<file path="src/rtl/dlps_pkg.sv">
`timescale 1ns / 1ps
package dlps_pkg;

	// store depth is a power of two: addresses wrap on ADDR_W bits
	localparam int STORE_DEPTH   = 4096;
	localparam int WINDOW_LENGTH = 2048;
	localparam int ADDR_W        = $clog2(STORE_DEPTH);
	localparam int SAMPLE_W      = 16;
	localparam int PHASE_W       = 32;
	localparam int FRAC_W        = 15;
	localparam int HI_W          = 16;
	localparam int WIN_W         = $clog2(WINDOW_LENGTH + 1);
	localparam int MUL_A_W       = SAMPLE_W + 1;
	localparam int MUL_B_W       = FRAC_W + 1;
	localparam int PROD_W        = MUL_A_W + MUL_B_W;
	localparam int ACC_W         = SAMPLE_W + 2;

	typedef logic signed [SAMPLE_W-1:0] sample_t;

	typedef struct packed {
		logic              we;
		logic [ADDR_W-1:0] waddr;
		sample_t           wdata;
		logic [ADDR_W-1:0] raddr;
	} ram_req_t;

	typedef struct packed {
		logic signed [MUL_A_W-1:0] a;
		logic signed [MUL_B_W-1:0] b;
	} mul_op_t;

	// integer tap delay from the top phase bits, reduced to the store
	function automatic logic [ADDR_W-1:0] tap_delay(input logic [HI_W-1:0] hi);
		logic [HI_W+WIN_W-1:0] prod;
		prod = (HI_W + WIN_W)'(hi) * (HI_W + WIN_W)'(WINDOW_LENGTH);
		return ADDR_W'(prod >> HI_W);
	endfunction

endpackage

</file>
<file path="src/rtl/dlps_ctrl.sv">
`timescale 1ns / 1ps
module dlps_ctrl
	import dlps_pkg::*;
(
	input  logic                     clk,
	input  logic                     arst_n,
	input  logic                     in_valid,
	output logic                     in_ready,
	input  sample_t                  in_sample,
	input  logic [PHASE_W-1:0]       rate,
	input  logic                     out_free,
	output logic                     out_load,
	output sample_t                  out_sample,
	output ram_req_t                 ram_req,
	input  sample_t                  ram_rdata,
	output mul_op_t                  mul_op,
	input  logic signed [PROD_W-1:0] mul_prod
);

	typedef enum logic [3:0] {
		ST_IDLE,
		ST_RD0,
		ST_RD1,
		ST_CAP1,
		ST_MULF,
		ST_INTERP,
		ST_MULG,
		ST_ACC,
		ST_OUT
	} state_t;

	state_t                   state_q;
	logic                     tap_q;
	logic                     full_q;
	logic                     rvalid_q;
	logic [ADDR_W-1:0]        wp_q;
	logic [PHASE_W-1:0]       phase_q;
	sample_t                  v0_q;
	sample_t                  v1_q;
	sample_t                  val_q;
	logic signed [ACC_W-1:0]  acc_q;

	logic [HI_W-1:0]          hi;
	logic [FRAC_W-1:0]        frac;
	logic [FRAC_W-1:0]        gain;
	logic [ADDR_W-1:0]        idx0;
	logic [ADDR_W-1:0]        raddr;
	logic                     accept;
	sample_t                  rd_val;
	logic signed [ACC_W-1:0]  prod_sh;
	logic signed [ACC_W-1:0]  acc_sum;
	sample_t                  sat;

	// second tap sits half a window cycle ahead
	assign hi   = {phase_q[PHASE_W-1] ^ tap_q, phase_q[PHASE_W-2:PHASE_W-HI_W]};
	assign frac = phase_q[FRAC_W+5:6];
	assign gain = hi[HI_W-1] ? ~hi[FRAC_W-1:0] : hi[FRAC_W-1:0];
	assign idx0 = wp_q - tap_delay(hi);
	assign raddr = (state_q == ST_RD1) ? idx0 - ADDR_W'(1) : idx0;

	assign in_ready = (state_q == ST_IDLE);
	assign accept   = in_valid && in_ready;

	assign ram_req.we    = accept;
	assign ram_req.waddr = wp_q;
	assign ram_req.wdata = in_sample;
	assign ram_req.raddr = raddr;

	// entries never written since reset read as zero
	assign rd_val = rvalid_q ? ram_rdata : '0;

	always_comb begin
		mul_op.a = MUL_A_W'(val_q);
		mul_op.b = {1'b0, gain};
		if (state_q == ST_MULF) begin
			mul_op.a = MUL_A_W'(v1_q) - MUL_A_W'(v0_q);
			mul_op.b = {1'b0, frac};
		end
	end

	// floor shift by 15
	assign prod_sh = $signed(mul_prod[PROD_W-1:FRAC_W]);
	assign acc_sum = tap_q ? acc_q + prod_sh : prod_sh;

	always_comb begin
		if (acc_q > ACC_W'(32767)) begin
			sat = 16'sh7FFF;
		end else if (acc_q < -ACC_W'(32768)) begin
			sat = 16'sh8000;
		end else begin
			sat = acc_q[SAMPLE_W-1:0];
		end
	end

	assign out_sample = sat;
	assign out_load   = (state_q == ST_OUT) && out_free;

	always_ff @(posedge clk or negedge arst_n) begin
		if (!arst_n) begin
			state_q  <= ST_IDLE;
			tap_q    <= 1'b0;
			full_q   <= 1'b0;
			rvalid_q <= 1'b0;
			wp_q     <= '0;
			phase_q  <= '0;
		end else begin
			rvalid_q <= full_q || (raddr <= wp_q);
			unique case (state_q)
				ST_IDLE: begin
					tap_q <= 1'b0;
					if (accept) begin
						state_q <= ST_RD0;
					end
				end
				ST_RD0: begin
					state_q <= ST_RD1;
				end
				ST_RD1: begin
					state_q <= ST_CAP1;
				end
				ST_CAP1: begin
					state_q <= ST_MULF;
				end
				ST_MULF: begin
					state_q <= ST_INTERP;
				end
				ST_INTERP: begin
					state_q <= ST_MULG;
				end
				ST_MULG: begin
					state_q <= ST_ACC;
				end
				ST_ACC: begin
					tap_q   <= 1'b1;
					state_q <= tap_q ? ST_OUT : ST_RD0;
				end
				ST_OUT: begin
					if (out_free) begin
						wp_q    <= wp_q + ADDR_W'(1);
						phase_q <= phase_q + rate;
						if (wp_q == ADDR_W'(STORE_DEPTH - 1)) begin
							full_q <= 1'b1;
						end
						state_q <= ST_IDLE;
					end
				end
				default: state_q <= ST_IDLE;
			endcase
		end
	end

	always_ff @(posedge clk) begin
		if (state_q == ST_RD1) begin
			v0_q <= rd_val;
		end
		if (state_q == ST_CAP1) begin
			v1_q <= rd_val;
		end
		if (state_q == ST_INTERP) begin
			val_q <= SAMPLE_W'(ACC_W'(v0_q) + prod_sh);
		end
		if (state_q == ST_ACC) begin
			acc_q <= acc_sum;
		end
	end

endmodule

</file>
<file path="config.mk">
export PLATFORM = sky130hd
export DESIGN_NAME = dlps_ctrl
export DESIGN_NICKNAME = d
export VERILOG_FILES = /design/src/rtl/dlps_pkg.sv /design/src/rtl/dlps_ctrl.sv
export SDC_FILE = /design/constraint.sdc
export NUM_CORES = 1
export LEC_CHECK = 0
export BUFFER_PORTS_ARGS = -buffer_cell sky130_fd_sc_hd__buf_4
export CORE_UTILIZATION = 55
export CTS_BUF_LIST = sky130_fd_sc_hd__clkbuf_2
export DETAILED_ROUTE_END_ITERATION = 10
export PLACE_DENSITY_LB_ADDON = 0.05
export SLEW_MARGIN = 20
export SYNTH_ARGS = -nofsm -noshare
export SYNTH_HDL_FRONTEND = slang
export SYNTH_SLANG_ARGS = --single-unit
</file>
<file path="constraint.sdc">
create_clock -name clk -period 4.45 [get_ports clk]
set_clock_uncertainty 0.15 [all_clocks]
set_input_delay 0.445 -clock clk [delete_from_list [all_inputs] [get_ports clk]]
set_output_delay 0.445 -clock clk [all_outputs]
set_load 0.05 [all_outputs]
</file>
==> impl_results.md <==
- DRC violations left: 0
- Antenna violations before repair: 1
- Core Region: 17200 sq um
- Share of cells above drive strength 1: 19.4%
- Kind of critical path: register to output port
- Vias: 8203
- Row cnt: 48
- Max Fanout on Critical Path: 4
- Register bit total from synthesis: 117
- Max cap viols: 0
- WL/cell: 15.7 um
- Post-synth ARST share: 43.6%
- Initial DRC Count: 422
- Final worst slack: 0.275 ns
- Post-synthesis mux area share: 2.27%
- Worst setup SP type: register
- Port-buffer cells: 144
- Post-synthesis simple-gate area fraction: 16.4%
- Tcrit/Tclk final: 93.8%
- First-pass GRT wire length: 37.6 mm
- Pre-CTS setup slack: 0.343 ns
- Vias per cell: 5.50
- Skew-Pair Late Insertion Delay: 0.73 ns
- Root Buffer Master: clkbuf_2
- Final ANT Viol Nets: 0
- Tmin final: 4.17 ns
- RePlAce Congestion: 0.905
- Compound-Gate Fraction of Synth Area: 17.5%
- Final WL: 23.4 mm
- Seq/Total Area, Yosys: 33.6%
- GRT overflow: 0
- Die Wd: 135 um
- P&R area growth vs syn: 21.2%
- Die area: 18100 sq um
- Worst min path class: input pin to register
- Post-DP HPWL: 17.3 mm
- Clock buffer depth: 2
- Max-slew headroom: 32.3%
- Worst-path clk slew: 0.20 ns
- Max Transition Viols Final: 0
- Xor/xnor share of the synthesized area: 10.5%
- EDFF count, synth: 66
- Worst Path Arrival: 3.58 ns
- Clock sink count: 117
- H-tree depth: 4
- # setup viols final: 0
- GRT Util Overall: 26.6%
- Layout Nets: 1462
- Vias in the first global route: 7783
- Most frequent cells in the layout: buf_4, nor2_1, ha_1
- First drt pass iteration count: 7
- Main combinational cell family by area after synthesis: compound AO/OA/AOI/OAI gates
- Largest net degree at the start of global routing: 63
- Crit path required time: 3.86 ns
- Mapped Cells: 1081
- Mapped Area: 9690 sq um
- Worst setup EP type: output port
- Dominant synthesized flop cell: edfxtp_1
- Outcome: complete, no violations
- Worst-margin pin slew: 1.02 ns
- Fillers: 1444
- Syn nets: 1291
- Synth unique cells: 74
- Die Ht: 135 um
- Unrepaired setup endpoints after global routing: true
- CTS tree: built
- Starting Density: 56.2%
- Fmax achieved: 240 MHz
- Synth Area in Adders: 14.5%
- Final hold violations: 0
- Synth warn: 0
- Syn_area_per_cell: 8.96 sq um
- Commonest non-fill, non-tap cell in the layout: buf_4
- I/O Pins: 193
- CTS Buf Count: 17
Yosys cell counts, types with 13 or more instances:
| cell | instances | area share (%) |
|---|---|---|
| a21oi_1 | 95 | 4.9 |
| buf_4 | 18 | 1.4 |
| inv_1 | 65 | 2.5 |
| and2_1 | 23 | 1.5 |
| a21o_1 | 35 | 2.7 |
| mux2_2 | 16 | 1.9 |
| nand2b_1 | 13 | 0.84 |
| nand2_1 | 96 | 3.7 |
| o21ai_0 | 54 | 2.8 |
| clkbuf_1 | 26 | 1.0 |
| o21ai_1 | 22 | 1.1 |
| xor2_1 | 45 | 4.1 |
| dfrtp_1 | 51 | 13 |
| nor2_1 | 114 | 4.4 |
| nor2b_1 | 16 | 1.0 |
| xnor2_1 | 71 | 6.4 |
| edfxtp_1 | 66 | 20 |
| ha_1 | 104 | 13 |
stage by stage:
step           cells   TNS, ns  util [%]  area, sq um  hold slack, ns
2_1_floorplan   1081         0         -         9750       -0.000591
3_3_place_gp    1410         0      63.5        10900           0.311
3_5_place_dp    1410         0      63.5        10900           0.330
4_1_cts         1487         0      67.7        11700         0.00983
5_1_grt         1491  -0.00922      68.1        11700          0.0279
6_report        1491         0      68.1        11700          0.0654
final timing paths:
kind	start	end	slack (ns)	cells after the start
min in group asynchronous	arst_n	wp_q[10]$_DFFE_PN0P_	0.12	2
max in group asynchronous	arst_n	wp_q[0]$_DFFE_PN0P_	3.53	2
worst max register to register	wp_q[1]$_DFFE_PN0P_	rvalid_q$_DFF_PN0_	0.52	17
worst min register to register	phase_q[4]$_DFFE_PN0P_	phase_q[4]$_DFFE_PN0P_	0.37	2
worst max-delay path	wp_q[0]$_DFFE_PN0P_	ram_req[11]	0.28	13
worst min-delay path	rate[7]	phase_q[7]$_DFFE_PN0P_	0.07	4
flip-flops by register name (all words and copies together) (netlist names):
signal and flops:
acc_q 18, full_q 1, phase_q 32, rvalid_q 1, state_q 4, tap_q 1
v0_q 16, v1_q 16, val_q 16, wp_q 12
final cells by class:
cell class / instances / area [sq um] / share of cell area, %
antenna: 1 / 2.50 / 0.0213
inverter: 67 / 251 / 2.14
tap: 225 / 282 / 2.40
timing repair buffer: 200 / 1620 / 13.8
clock buffer: 17 / 85.1 / 0.725
clock inverter: 15 / 194 / 1.65
sequential: 117 / 3260 / 27.8
multi-input combinational: 849 / 6050 / 51.5
logic make-up after synthesis:
logic type | Yosys count
other | 1
and+or+nand+nor | 330
AOI/OAI and AO/OA | 273
buffers and inverters | 115
xor gates and xnor gates | 116
adders and majority gates | 109
muxes | 20
DFF | 117
layer usage:
| layer | vias to the layer above | global-route usage [%] | routed length, um |
|---|---|---|---|
| li1 | 4125 | - | - |
| met1 | 3843 | 33.6 | 10300 |
| met2 | 202 | 46.4 | 11600 |
| met3 | 33 | 4.09 | 1040 |
| met4 | 0 | 8.93 | 466 |
| met5 | - | 0 | 0 |
worst max-delay path, stage by stage, from the launching register on:
cell and delay (ns):
dfrtp_2 0.45, inv_1 0.10, ha_2 0.20, fa_2 0.21
nor2b_1 0.06, o31a_1 0.28, nor3_2 0.14, o21bai_1 0.10
a21o_1 0.20, xnor2_1 0.39, nand3_1 0.16, nor3b_2 0.24
xnor2_2 0.15, buf_6 0.18
what timing repair did:
item	CTS	global route
hold buffers	43	0
setup buffers	2	3
pin swaps	1	3
setup endpoints to repair	1	6
endpoints found under the hold margin	111	0
gates resized for setup	0	15
Power is left out: the tool's default activity adds up to more than one toggle a clock period on the data nets, which glitch-free logic cannot reach.
