<file path="src/rtl/dlps_pkg.sv">
`timescale 1ns / 1ps
package dlps_pkg;

	// store depth is a power of two: addresses wrap on ADDR_W bits
	localparam int STORE_DEPTH   = 4096;
	localparam int WINDOW_LENGTH = 2048;
	localparam int ADDR_W        = $clog2(STORE_DEPTH);
	localparam int SAMPLE_W      = 16;
	localparam int PHASE_W       = 32;
	localparam int FRAC_W        = 15;
	localparam int HI_W          = 16;
	localparam int WIN_W         = $clog2(WINDOW_LENGTH + 1);
	localparam int MUL_A_W       = SAMPLE_W + 1;
	localparam int MUL_B_W       = FRAC_W + 1;
	localparam int PROD_W        = MUL_A_W + MUL_B_W;
	localparam int ACC_W         = SAMPLE_W + 2;

	typedef logic signed [SAMPLE_W-1:0] sample_t;

	typedef struct packed {
		logic              we;
		logic [ADDR_W-1:0] waddr;
		sample_t           wdata;
		logic [ADDR_W-1:0] raddr;
	} ram_req_t;

	typedef struct packed {
		logic signed [MUL_A_W-1:0] a;
		logic signed [MUL_B_W-1:0] b;
	} mul_op_t;

	// integer tap delay from the top phase bits, reduced to the store
	function automatic logic [ADDR_W-1:0] tap_delay(input logic [HI_W-1:0] hi);
		logic [HI_W+WIN_W-1:0] prod;
		prod = (HI_W + WIN_W)'(hi) * (HI_W + WIN_W)'(WINDOW_LENGTH);
		return ADDR_W'(prod >> HI_W);
	endfunction

endpackage

</file>
<file path="src/rtl/dlps_mul.sv">
`timescale 1ns / 1ps
module dlps_mul
	import dlps_pkg::*;
(
	input  logic                     clk,
	input  mul_op_t                  op,
	output logic signed [PROD_W-1:0] prod
);

	logic signed [PROD_W-1:0] prod_q;

	always_ff @(posedge clk) begin
		prod_q <= PROD_W'(op.a) * PROD_W'(op.b);
	end

	assign prod = prod_q;

endmodule

</file>
<file path="config.mk">
export PLATFORM = sky130hd
export DESIGN_NAME = dlps_mul
export DESIGN_NICKNAME = d
export VERILOG_FILES = /design/src/rtl/dlps_pkg.sv /design/src/rtl/dlps_mul.sv
export SDC_FILE = /design/constraint.sdc
export NUM_CORES = 1
export LEC_CHECK = 0
export BUFFER_PORTS_ARGS = -buffer_cell sky130_fd_sc_hd__buf_2
export CORE_MARGIN = 2
export CORE_UTILIZATION = 49
export CTS_CLUSTER_SIZE = 10
export DETAILED_ROUTE_END_ITERATION = 10
export PLACE_DENSITY = 0.74
export REMOVE_ABC_BUFFERS = 1
export SYNTH_ARGS = -nofsm -noshare
export SYNTH_HDL_FRONTEND = slang
export SYNTH_SLANG_ARGS = --single-unit
</file>
<file path="constraint.sdc">
create_clock -name clk -period 14.1 [get_ports clk]
set_input_delay 1.41 -clock clk [delete_from_list [all_inputs] [get_ports clk]]
set_output_delay 1.41 -clock clk [all_outputs]
set_load 0.05 [all_outputs]
</file>
==> results of run 1 <==
==> final cells by class <==
cell class | count | area [um2] | share of cell area, %
Clock inverter | 3 | 22.5 | 0.193
Multi-Input combinational cell | 799 | 9010 | 77.2
Clock buffer | 5 | 125 | 1.07
Tap cell | 280 | 350 | 3.00
Inverter | 311 | 1170 | 10.0
Timing Repair Buffer | 66 | 330 | 2.83
Sequential cell | 33 | 661 | 5.66
==> path summary, 6_finish.rpt <==
check	startpoint	end	slack, ns	depth (start not counted)
setup / recovery	op[1]	prod[30]$_DFF_P_	6.64	20
hold / removal	op[0]	prod[0]$_DFF_P_	1.58	2
==> kinds of logic (layout without fill, tap and decap cells) <==
group                      after synthesis  count (layout)  share of synthesized area [%]
DFF                                     33              33                           6.02
muxes                                    1               1                          0.137
adders and majority gates              360             360                           59.9
and+or+nand+nor                        326             326                           14.6
AOI/OAI and AO/OA                       78              78                           4.70
buffers and inverters                  347             385                           11.9
xor gates and xnor gates                34              34                           2.71
==> cells in the final DEF, fill, tap and decap left out, types with 2 or more instances in the layout <==
cell type | netlist | routed
xnor2_1 | 26 | 26
nor2_1 | 32 | 32
o211ai_1 | 3 | 3
nor2b_1 | 3 | 3
o21ai_0 | 17 | 17
clkbuf_16 | 0 | 5
clkinvlp_4 | 0 | 3
o21bai_1 | 3 | 3
nand3_1 | 4 | 4
inv_1 | 311 | 311
a21oi_1 | 27 | 27
dfxtp_1 | 33 | 33
a21boi_0 | 3 | 3
nand2_1 | 142 | 142
buf_2 | 0 | 66
and2_1 | 129 | 129
xor2_1 | 8 | 8
fa_1 | 276 | 276
nand2b_1 | 7 | 7
ha_1 | 84 | 84
a21o_1 | 7 | 7
and3_1 | 5 | 5
o211ai_2 | 2 | 2
o21a_1 | 2 | 2
==> metrics by stage <==
step	worst slack (ns)	hold slack, ns	instances	cell area (um2)
finish	6.64	1.58	1497	11700
global placement	6.50	1.87	1489	11500
detailed placement	6.35	1.87	1489	11500
CTS	6.65	1.58	1497	11700
global route	6.32	1.61	1497	11700
floorplan	7.04	1.53	1143	10800
==> metal layers <==
metal	track usage [%]	share of wire, %	wire length, um	up-vias
li1	-	-	-	3477
met1	28.9	41	9740	4053
met2	37.9	52	12300	218
met3	2.56	5.2	1240	33
met4	4.37	1.8	436	0
met5	0	0	0	-
==> flow_metrics.tcl, run 1 <==
set metrics [dict create \
    cp-start-kind "primary input" \
    final_core_util_pct 53.3 \
    finalCritPeriodShare_pct 52.9 \
    hold_buffers 0 \
    maxSlewHeadroom_pct 63.5 \
    std_cell_rows 54 \
    final.setup.tns_ns 0 \
    cts_resized 0 \
    clkTransAtPathRegs_ns 0.06 \
    postRouteAntennaNets 0 \
    yosysTopAreaCell "fa_1" \
    synth-async-reset-ratio_pct 0 \
    cp.arrival_ns 7.63 \
    grt_first_pass_wirelength_um 41000 \
    hold_violations 0 \
    maxCapViolCount 0 \
    nFillCells 1973 \
    synthCells 1179 \
    gr-total-overflow 0 \
    synth_warnings 0 \
    cts_tree "built" \
    synth-seq-cells 33 \
    synth.most_common_cell "inv_1" \
    dpl.hpwl_um 20100 \
    grt_antenna_before_repair 0 \
    path_common_cell "fa_1" \
    cpLargestDelayFamily "adder cells" \
    grt_setup_unrepaired "no" \
    min_period_ns 7.46 \
    critPathMaxStageDelay_ns 0.76 \
    path_buf_inv 4 \
    cp_max_fo 17 \
    coreArea_um2 21900 \
    post_drt_wl_per_cell_um 15.8 \
    ctsLongestPathBuffers 2 \
    cts_max_level 2 \
    post_drt_via_cell_ratio 5.20 \
    path_cells "buf_2, nand2_1, inv_1, fa_1, fa_1, fa_1, fa_1, fa_1, inv_1, fa_1, inv_1, ha_1, a21o_1, a31o_2, a221oi_1, o2bb2ai_2, o21ai_2, o21a_1, mux2_4, a2111o_1" \
    crit_type "in -> reg" \
    die_h_um 154 \
    grt_usage_pct 21.5 \
    initial_utilization_pct 50.1 \
    ys_seq_area_share_pct 6.02 \
    dr_total_vias 7781 \
    synth_cell_types 42 \
    syn_area_um2 11000 \
    cts_setup_buffers 0 \
    layout-drive-gt1-share_pct 6.74 \
    grt_pass1_vias 8466 \
    routabilityCongestion 0.848 \
    tightest_slew_ns 0.547 \
    max_freq_ghz 0.134 \
    dieArea_um2 23600 \
    pin_count 67 \
    grt_max_degree 18 \
    num_antenna_cells 0 \
    setup_viol 0 \
    status "finished clean" \
    cp-end-kind "flip-flop" \
    critPathSlowestCell "fa_1" \
    cts_sinks 33 \
    worstPathRequired_ns 14.27 \
    die_x_um 154 \
    portBuffers 66 \
    areaGrowthSynthToFinish_pct 6.32 \
    synth.top_cells.by_count "311 x inv_1, 276 x fa_1, 142 x nand2_1" \
    drc 0 \
    first_pass_iters 5 \
    cts-root-buf "clkbuf_16" \
    hold_class "in -> reg" \
    synthFlopType "dfxtp_1" \
    cts_buffers 5 \
    synth_edf_count 0 \
    wirelength_um 23700 \
    largest_register_ffs 33 \
    num-nets-final 1610 \
    drtIter0Drc 431 \
    yosysTopAreaCellShare_pct 50.4 \
    syn_avg_cell_area_um2 9.31 \
    netlist_top_cells_area "fa_1 50%, inv_1 11%, ha_1 9.6%, and2_1 7.4%, dfxtp_1 6.0%" \
    drv_slew 0 \
]
Power of run 1 is left out: the tool's default activity adds up to more than one toggle a clock period on the data nets, which glitch-free logic cannot reach.
==> inputs of run 2 (changes only) <==
--- a/config.mk
+++ b/config.mk
@@ -10,7 +10,7 @@
 export CORE_UTILIZATION = 49
 export CTS_CLUSTER_SIZE = 10
 export DETAILED_ROUTE_END_ITERATION = 10
-export PLACE_DENSITY = 0.74
+export PLACE_DENSITY = 0.77
 export REMOVE_ABC_BUFFERS = 1
 export SYNTH_ARGS = -nofsm -noshare
 export SYNTH_HDL_FRONTEND = slang
==> constraint.sdc (replaced) <==
create_clock -name clk -period 6.5 [get_ports clk]
set_input_delay 0.65 -clock clk [delete_from_list [all_inputs] [get_ports clk]]
set_output_delay 0.65 -clock clk [all_outputs]
set_load 0.05 [all_outputs]
==> flow_metrics.tcl, run 2 (same netlist as run 1, synthesis figures left out) <==
set metrics [dict create \
    first_pass_iters 5 \
    cts_buffers 5 \
    cts_sinks 33 \
    worst_slack_ns 0.187 \
    cts_tree "built" \
    portBuffers 66 \
    num_antenna_cells 0 \
    cp.arrival_ns 6.47 \
    route.met3.wl_um 1400 \
    areaGrowthSynthToFinish_pct 11.4 \
    std_cell_rows 54 \
    dpl.hpwl_um 22500 \
    max_freq_ghz 0.158 \
    drc 0 \
    status "finished clean" \
    dieArea_um2 23600 \
    wirelength_um 24900 \
    finalCritPeriodShare_pct 97.1 \
    maxUsedRoutingLayer "met4" \
    die_x_um 154 \
    num-nets-final 1677 \
    clkTransAtPathRegs_ns 0.06 \
    coreArea_um2 21900 \
    worstPathRequired_ns 6.66 \
    ctsLongestPathBuffers 2 \
    grt_first_pass_wirelength_um 42600 \
    gr-total-overflow 0 \
    grt_pass1_vias 8895 \
    fin_hold_ws_ns 0.919 \
    grt_max_degree 18 \
    routabilityCongestion 0.908 \
    min_period_ns 6.31 \
    largest_register_ffs 33 \
    wl_met1_um 9840 \
    grt_usage_pct 22.5 \
    initial_utilization_pct 50.1 \
    maxSlewHeadroom_pct 66.4 \
    finalNonFillerCells 1564 \
    postRouteAntennaNets 0 \
    cp-start-kind "primary input" \
    maxCapViolCount 0 \
    hold_buffers 0 \
    most-common-layout-cells "311 x inv_1, 276 x fa_1, 142 x nand2_1" \
    post_drt_wl_per_cell_um 15.9 \
    post_drt_via_cell_ratio 5.14 \
    hold_violations 0 \
    cp-end-kind "flip-flop" \
    cts_setup_buffers 0 \
    cts_max_level 2 \
    grt_antenna_before_repair 0 \
    layout_commonest_cell "inv_1" \
    drv_slew 0 \
    dr_total_vias 8038 \
    final.setup.tns_ns 0 \
    die_h_um 154 \
    wl_met2_um 13100 \
    dp_slack_ns -0.116 \
    grt_setup_unrepaired "no" \
    cts-root-buf "clkbuf_16" \
    pin_count 67 \
    hold_start "op[0]" \
    crit_type "in -> reg" \
    dpl.cell_count 1556 \
    cp_max_fo 11 \
    tightest_slew_ns 0.500 \
    setup_viol 0 \
    crit_start "op[7]" \
    layout-drive-gt1-share_pct 11.8 \
    hold_class "in -> reg" \
    drtIter0Drc 478 \
]
[run 2: changes by cell type in the layout (fill, tap and decap cells not counted), sizes merged]
cell,previous run,this run
bufinv,0,2
buf,66,133
clkinvlp,3,0
clkinv,0,1
[run 2: timing repair]
item	in CTS	in global routing
endpoints found under the setup margin	0	2
gates resized for setup	0	2
endpoints found under the hold margin	0	0
[run 2: per-stage QoR]
step	util, %	instance area (um2)
final	55.8	12200
after CTS	55.8	12200
after global routing	55.8	12200
after floorplan	-	10800
after global placement	54.9	12000
after detailed placement	54.9	12000
[run 2: worst max-delay path, stage by stage]
cell and delay (ns):
buf_2 0.27, buf_4 0.23, nand2_1 0.08, fa_1 0.55, inv_1 0.05, fa_1 0.38
inv_1 0.07, fa_1 0.41, inv_1 0.09, fa_1 0.42, fa_1 0.51, inv_1 0.06
fa_1 0.48, inv_1 0.05, ha_1 0.31, a21oi_1 0.22, o21ai_0 0.14, a32o_2 0.27
o2bb2ai_2 0.15, o21ai_2 0.18, o21a_1 0.19, mux2_4 0.31, a2111o_1 0.37
[run 2: layer usage]
metal,vias to the layer above,track usage [%]
met4,0,5.37
met1,4131,28.6
met2,246,40.6
li1,3622,-
met3,39,3.13
met5,-,0
[run 2: layout make-up]
| cell class | count | area (um2) |
|---|---|---|
| timing repair buffer | 133 | 833 |
| fill | 1922 | 9670 |
| clock inverter | 3 | 65.1 |
| multi-input combinational | 799 | 9020 |
| sequential | 33 | 661 |
| clock buffer | 5 | 125 |
| tap | 280 | 350 |
| inverter | 311 | 1170 |
[run 2: path summary, 6_finish.rpt]
| kind | to | cells after the start |
|---|---|---|
| worst max-delay path | prod[30]$_DFF_P_ | 23 |
| worst min-delay path | prod[0]$_DFF_P_ | 3 |
Power of run 2 is left out for the same reason.
